[config.mk]
export PLATFORM = sky130hd
export DESIGN_NAME = sync_checksum_frame_finder_unit
export DESIGN_NICKNAME = d
export VERILOG_FILES = /design/src/rtl/sccf_pkg.sv /design/src/rtl/sync_checksum_frame_finder_unit.sv /design/src/rtl/sccf_cell.sv /design/src/rtl/sccf_resp.sv
export SDC_FILE = /design/constraint.sdc
export NUM_CORES = 1
export LEC_CHECK = 0
export ABC_AREA = 1
export BUFFER_PORTS_ARGS = -buffer_cell sky130_fd_sc_hd__buf_2
export CORE_UTILIZATION = 40
export DETAILED_ROUTE_END_ITERATION = 12
export HOLD_SLACK_MARGIN = 0.15
export PLACE_DENSITY = 0.68
export SYNTH_ARGS = -nofsm -noshare
export SYNTH_HDL_FRONTEND = slang
export SYNTH_HIERARCHICAL = 1
export SYNTH_SLANG_ARGS = --single-unit
[constraint.sdc]
create_clock -name clock -period 8.3 [get_ports clock]
set_input_delay 0 -clock clock [delete_from_list [all_inputs] [get_ports clock]]
set_output_delay 0 -clock clock [all_outputs]
set_load 0.005 [all_outputs]
[src/rtl/sccf_pkg.sv]
package sccf_pkg;

   localparam int WinLen    = 7;
   localparam int FillWidth = 3;

   typedef logic [7:0]           byte_type;
   typedef logic [FillWidth-1:0] fill_type;

   localparam byte_type SyncByte = 8'hAA;
   localparam fill_type FillFull = fill_type'(WinLen);

   typedef struct packed {
      byte_type    command_code;
      logic [31:0] payload_word;
      byte_type    extra_byte;
   } rsp_fields_type;

endpackage

[src/rtl/sync_checksum_frame_finder_unit.sv]
// channel | direction | ports
// --------+-----------+-------------------------------------------------------
// req     | in        | req_valid, req_stall, req_rx_byte
// rsp     | out       | rsp_valid, rsp_stall, rsp_command_code,
//         |           | rsp_payload_word, rsp_extra_byte
//
// One request per cycle while req_stall is low; a frame shows on rsp in the cycle
// after its checksum byte is taken, from the output register.
// The seven window cells feed a combinational add chain.
// Reset (synchronous) clears the fill count and the output valid flag.
// req_stall is high only while a held result sees rsp_stall high.
module sync_checksum_frame_finder_unit
   import sccf_pkg::*;
(
   input  logic        clock,
   input  logic        reset,
   input  logic        req_valid,
   output logic        req_stall,
   input  logic [7:0]  req_rx_byte,
   output logic        rsp_valid,
   input  logic        rsp_stall,
   output logic [7:0]  rsp_command_code,
   output logic [31:0] rsp_payload_word,
   output logic [7:0]  rsp_extra_byte
);

   byte_type       cell_data [WinLen];
   byte_type       cell_sum  [WinLen+1];
   fill_type       fill_ff;
   fill_type       fill_in;
   logic           accept;
   logic           hit;
   rsp_fields_type frame_fields;
   rsp_fields_type out_fields;

   assign req_stall = rsp_valid & rsp_stall;
   assign accept    = req_valid & ~req_stall;

   assign cell_sum[0] = '0;

   for (genvar k = 0; k < WinLen; k++) begin : g_cell
      byte_type shift_in;
      if (k == WinLen - 1) begin : g_tail
         assign shift_in = req_rx_byte;
      end else begin : g_body
         assign shift_in = cell_data[k+1];
      end
      sccf_cell u_cell (
         .clock    (clock),
         .shift_en (accept),
         .shift_in (shift_in),
         .sum_in   (cell_sum[k]),
         .data_out (cell_data[k]),
         .sum_out  (cell_sum[k+1])
      );
   end

   assign hit = (fill_ff == FillFull) && (cell_data[0] == SyncByte)
                && (cell_sum[WinLen] == req_rx_byte);

   always_comb begin
      frame_fields.command_code = cell_data[1];
      frame_fields.payload_word = {cell_data[5], cell_data[4], cell_data[3], cell_data[2]};
      frame_fields.extra_byte   = cell_data[6];
   end

   always_comb begin
      fill_in = fill_ff;
      if (accept) begin
         priority if (hit) begin
            fill_in = '0;
         end else if (fill_ff != FillFull) begin
            fill_in = fill_ff + fill_type'(1);
         end
      end
   end

   always_ff @(posedge clock) begin
      if (reset) begin
         fill_ff <= '0;
      end else begin
         fill_ff <= fill_in;
      end
   end

   sccf_resp u_resp (
      .clock       (clock),
      .reset       (reset),
      .load_en     (accept & hit),
      .load_fields (frame_fields),
      .rsp_stall   (rsp_stall),
      .rsp_valid   (rsp_valid),
      .rsp_fields  (out_fields)
   );

   assign rsp_command_code = out_fields.command_code;
   assign rsp_payload_word = out_fields.payload_word;
   assign rsp_extra_byte   = out_fields.extra_byte;

endmodule

[src/rtl/sccf_cell.sv]
module sccf_cell
   import sccf_pkg::*;
(
   input  logic     clock,
   input  logic     shift_en,
   input  byte_type shift_in,
   input  byte_type sum_in,
   output byte_type data_out,
   output byte_type sum_out
);

   byte_type byte_ff;
   byte_type byte_in;

   assign byte_in  = shift_en ? shift_in : byte_ff;
   assign data_out = byte_ff;
   // running checksum, wraps at 8 bits
   assign sum_out  = sum_in + byte_ff;

   always_ff @(posedge clock) begin
      byte_ff <= byte_in;
   end

endmodule

[src/rtl/sccf_resp.sv]
module sccf_resp
   import sccf_pkg::*;
(
   input  logic           clock,
   input  logic           reset,
   input  logic           load_en,
   input  rsp_fields_type load_fields,
   input  logic           rsp_stall,
   output logic           rsp_valid,
   output rsp_fields_type rsp_fields
);

   logic           valid_ff;
   logic           valid_in;
   rsp_fields_type fields_ff;
   rsp_fields_type fields_in;

   always_comb begin
      valid_in  = valid_ff & rsp_stall;
      fields_in = fields_ff;
      if (load_en) begin
         valid_in  = 1'b1;
         fields_in = load_fields;
      end
   end

   always_ff @(posedge clock) begin
      if (reset) begin
         valid_ff <= 1'b0;
      end else begin
         valid_ff <= valid_in;
      end
   end

   always_ff @(posedge clock) begin
      fields_ff <= fields_in;
   end

   assign rsp_valid  = valid_ff;
   assign rsp_fields = fields_ff;

endmodule

Word level (Yosys, flattened, before mapping)
Index checks and enable logic that the tools add are counted.

Bits in registers: 108. Bits of input ports: 12. Output and inout bits: 50. Logic and storage cells: 34.

Add/sub/neg operators: 7. Equality and inequality tests: 4. Multiplexer cells: 3. Bitwise gates (word level): 4. Reductions and logical operators: 4.

Operator list (number): $add 8x8->8 (6); $eq 8x8->1 (1); $eq 8x8->1 const B (1); $mux 3 (2); $add 3x1->3 const B (1); $and 1x1->1 (3); $eq 3x3->1 const B (1); $ne 3x3->1 const B (1); $logic_and 1x1->1 (2); $reduce_and 2->1 (1); $reduce_bool 2->1 (1); $mux 1 (1); $not 1->1 (1).

Logic depth before layout (Yosys ltp)
Depth in word-level cells: 10. Mapped depth: 50. Gate-level depth less buffers: 50.

Cells and area by module
Netlist, hierarchy kept.

By module, submodules not included: sccf_cell (times used 7, cells an instance 68, area each 601.8 um2, sequential area each 240.2 um2); sccf_resp (times used 1, cells an instance 52, area each 1477.7 um2, sequential area each 1461.4 um2); sync_checksum_frame_finder_unit (times used 1, cells an instance 91, area each 436.7 um2, sequential area each 60.1 um2).

Least setup slack after synthesis
No wires, ideal clock.

Path kind: register to register. From: register g_cell[0].u_cell.byte_ff[1]. To: register u_resp.fields_ff, in the netlist u_resp/rsp_fields[0], enable pin. Setup time: 0.404 ns. Arrival time: 6.437 ns. Data required time: 7.896 ns. Slack: 1.459 ns. Cell stages (with the launch flop): 41. Path buffers: 0. Clock period less this slack: 6.841 ns. Path through: edfxtp_1 inv_1 fa_1 inv_1 inv_1 fa_1 xnor2_1 ha_1 or2_1 nand2_1 xnor2_1 ha_1 or2_1 nand2_1 xnor2_1 ha_1 nand2_1 nand3b_1 [... 5 more ...] nand3_1 nand2_1 nand2_1 nand2_1 ha_1 nand2_1 inv_1 a21oi_1 nand2_1 nand2_1 nand2_1 inv_1 nand2_1 nand2_1 nand2_1 nor2_2 nand3_2 inv_1.

RTL lines: start, declared (line sccf_cell.sv:12) `byte_type byte_ff;`; start signal, assigned (line sccf_cell.sv:21) `byte_ff <= byte_in;`; end signal, assigned (line sccf_resp.sv:36) `fields_ff <= fields_in;`; end, declared (line sccf_resp.sv:15) `rsp_fields_type fields_ff;`.

==> flow_summary.json <==
{
  "critPathKind": "register to register",
  "r2r_setup_slack_ps": 910,
  "clock_path_buffers": 2,
  "drv_slew": 0,
  "dr.pass1.iters": 4,
  "detail-route-antenna-nets": 0,
  "hold_viol_final": 0,
  "crit_fanout": 50,
  "reg2reg_to": "u_resp/rsp_valid",
  "worst_pin_slew_ps": 785.2,
  "core_um2": 14750,
  "synth_top_area_share_pct": 50.97,
  "top_layer_used": "met4",
  "slowest_delay_ps": 540,
  "min_period_ps": 7394,
  "diodes": 0,
  "grt.total_usage_pct": 15.25,
  "grt_setup_unrepaired": "no",
  "wl_met1_um": 4851,
  "num_vias": 4127,
  "syn_inst": 619,
  "rows": 44,
  "overflow": 0,
  "cpMostUsedCell": "nand2_1",
  "drive_gt1_share_pct": 13.57,
  "synthArstFlopShare_pct": 0,
  "finalWeightedCongestion": 0.8359,
  "nNetsFinal": 780,
  "clk_pin_slew_ps": 70,
  "finalSetupTns_ps": 0,
  "multi_input_area_um2": 2492,
  "cts_buffers": 9,
  "h-tree-depth": 3,
  "holdWs_ps": 311.1,
  "synth_top_area_cell": "edfxtp_1",
  "netlist_top_cells_area": "edfxtp_1 51%, nand2_1 11%, ha_1 10%",
  "hold_class": "input port to output port",
  "outcome": "completed",
  "slew_headroom_pct": 47.65,
  "yosysMostFrequentCell": "nand2_1",
  "wl_met2_um": 5439,
  "first_iter_violations": 134,
  "clock_skew_ps": 9.463,
  "reg2reg_depth": 45,
  "crit_end": "u_resp/rsp_valid",
  "portBuffers": 61,
  "synth_area_per_cell_um2": 9.898,
  "slowest_stage": "dlygate4sd3_1",
  "fmax_mhz": 135.2,
  "synth_commonest_cells": "182 x nand2_1, 115 x inv_1, 104 x edfxtp_1, 51 x ha_1, 38 x nand3_1",
  "dieHeight_um": 125.8,
  "setup_violations": 0,
  "ys_warn_count": 6,
  "synth_cell_types": 22,
  "critPathLaunchType": "register",
  "synth_edf_count": 104,
  "die_area_um2": 15820,
  "synth_area_um2": 6127,
  "crit-reg2reg-launch": "g_cell[0].u_cell/data_out[1]",
  "fillCellCount": 1418,
  "viasPerCell": 4.591,
  "synth-main-ff-cell": "edfxtp_1",
  "cts_sinks": 108,
  "ys_seq_elements": 108,
  "route.detailed.drc": 0,
  "boundaryPins": 62,
  "area_growth_pct": 15.91,
  "grt_pass1_vias": 4129,
  "crit_buf_inv": 14,
  "endpoint_kind": "register",
  "dieWidth_um": 125.8,
  "cts-root-buf": "clkbuf_16",
  "dp_hpwl_um": 8071,
  "grt_max_degree": 59,
  "grt_pass1_wl_um": 18570,
  "cp_data_arrival_time_ps": 7690,
  "layout.area.seq_um2": 3203,
  "min_period_over_period_pct": 89.09,
  "cts_tree": "built",
  "startpoint": "g_cell[0].u_cell/data_out[1]",
  "antenna_found_initial": 0,
  "max_cap_violations": 0,
  "finalWirelength_um": 10980,
  "initial_utilization_pct": 41.53,
  "cp.required_ps": 8600,
  "path_delay_family": "adder cells",
  "worst-path-stages": 45,
  "ys_seq_area_share_pct": 52.28,
  "clk_latency_ps": 360,
  "met3_length_um": 430,
  "post_drt_wl_per_cell_um": 12.21
}
-- what timing repair did --
item                                   CTS  global route
buffers inserted                         0             0
endpoints found under the hold margin   12             0
setup endpoints to repair                0             1
gates resized for setup                  0             2
hold buffers                            10             0
-- through the flow --
| step | area (um^2) | std cells | util (%) | setup slack, ps |
|---|---|---|---|---|
| 2_1_floorplan | 6157 | 627 | - | 1459 |
| 3_3_place_gp | 6700 | 873 | 45.41 | 1266 |
| 3_5_place_dp | 6700 | 873 | 45.41 | 1099 |
| 4_1_cts | 7099 | 899 | 48.12 | 551.9 |
| 5_1_grt | 7102 | 899 | 48.13 | 143.1 |
| 6_report | 7102 | 899 | 48.13 | 905.6 |
-- area by class of cell --
type                    count  area share [%]
flip-flops and latches    108           45.10
clock inverters             2          0.4933
clock buffers              14           3.717
well taps                 184           3.242
multi-input cells         396           35.10
inverters                 123           6.536
repair buffers             72           5.814
-- cells by family after synthesis --
group	share of synthesized area, %
xor gates and xnor gates	6.147
buffers and inverters	7.535
AOI/OAI and AO/OA	1.532
DFF	52.28
other	0.06120
adders and majority gates	12.70
and+or+nand+nor	19.75
-- state kept, by name, summed over array words and instances (netlist names) --
signal                  count
g_cell.u_cell/data_out     56
u_resp/rsp_fields          48
fill_ff                     3
u_resp/rsp_valid            1
-- cell usage in the layout (no fill, tap or decap), drive strengths merged --
cell type    netlist  routed
clkinv             7       8
dfxtp              4       4
a21oi             17      17
bufinv             0       1
conb               1       9
clkbuf             0      14
edfxtp           104     104
o21ai              1       1
ha                51      51
nand3             39      39
nand2            190     190
fa                 7       7
nor2              33      33
nand3b             7       7
inv              116     116
buf                0      62
xnor2             28      28
or2               14      14
dlygate4sd3        0      10
-- worst min path at each step --
| stage | start | to | slack, ps | cells after the start |
|---|---|---|---|---|
| 2_1_floorplan | reset | u_resp/rsp_valid | 60 | 1 |
| 3_3_place_gp | reset | u_resp/rsp_valid | 180 | 2 |
| 3_5_place_dp | reset | u_resp/rsp_valid | 180 | 2 |
| 4_1_cts | rsp_stall | req_stall | 320 | 4 |
| 5_1_grt | rsp_stall | req_stall | 350 | 4 |
| 6_report | rsp_stall | req_stall | 310 | 4 |
-- layer usage --
metal  GRT usage, %  up-vias
li1               -     2149
met5              0        -
met4          6.449        0
met1          17.45     1891
met2          27.35       68
met3          3.483       19
-- worst reg2reg max path: cells and delay by family, from the launching register on --
family	cells	cell delay, ps
adders and majority gates	7	2900
buffers and inverters	14	1930
and+or+nand+nor	21	1650
DFF	1	390
AOI/OAI and AO/OA	2	320
xor gates and xnor gates	1	130
Power is left out: the tool's default activity adds up to more than one toggle a clock period on the data nets, which glitch-free logic cannot reach.
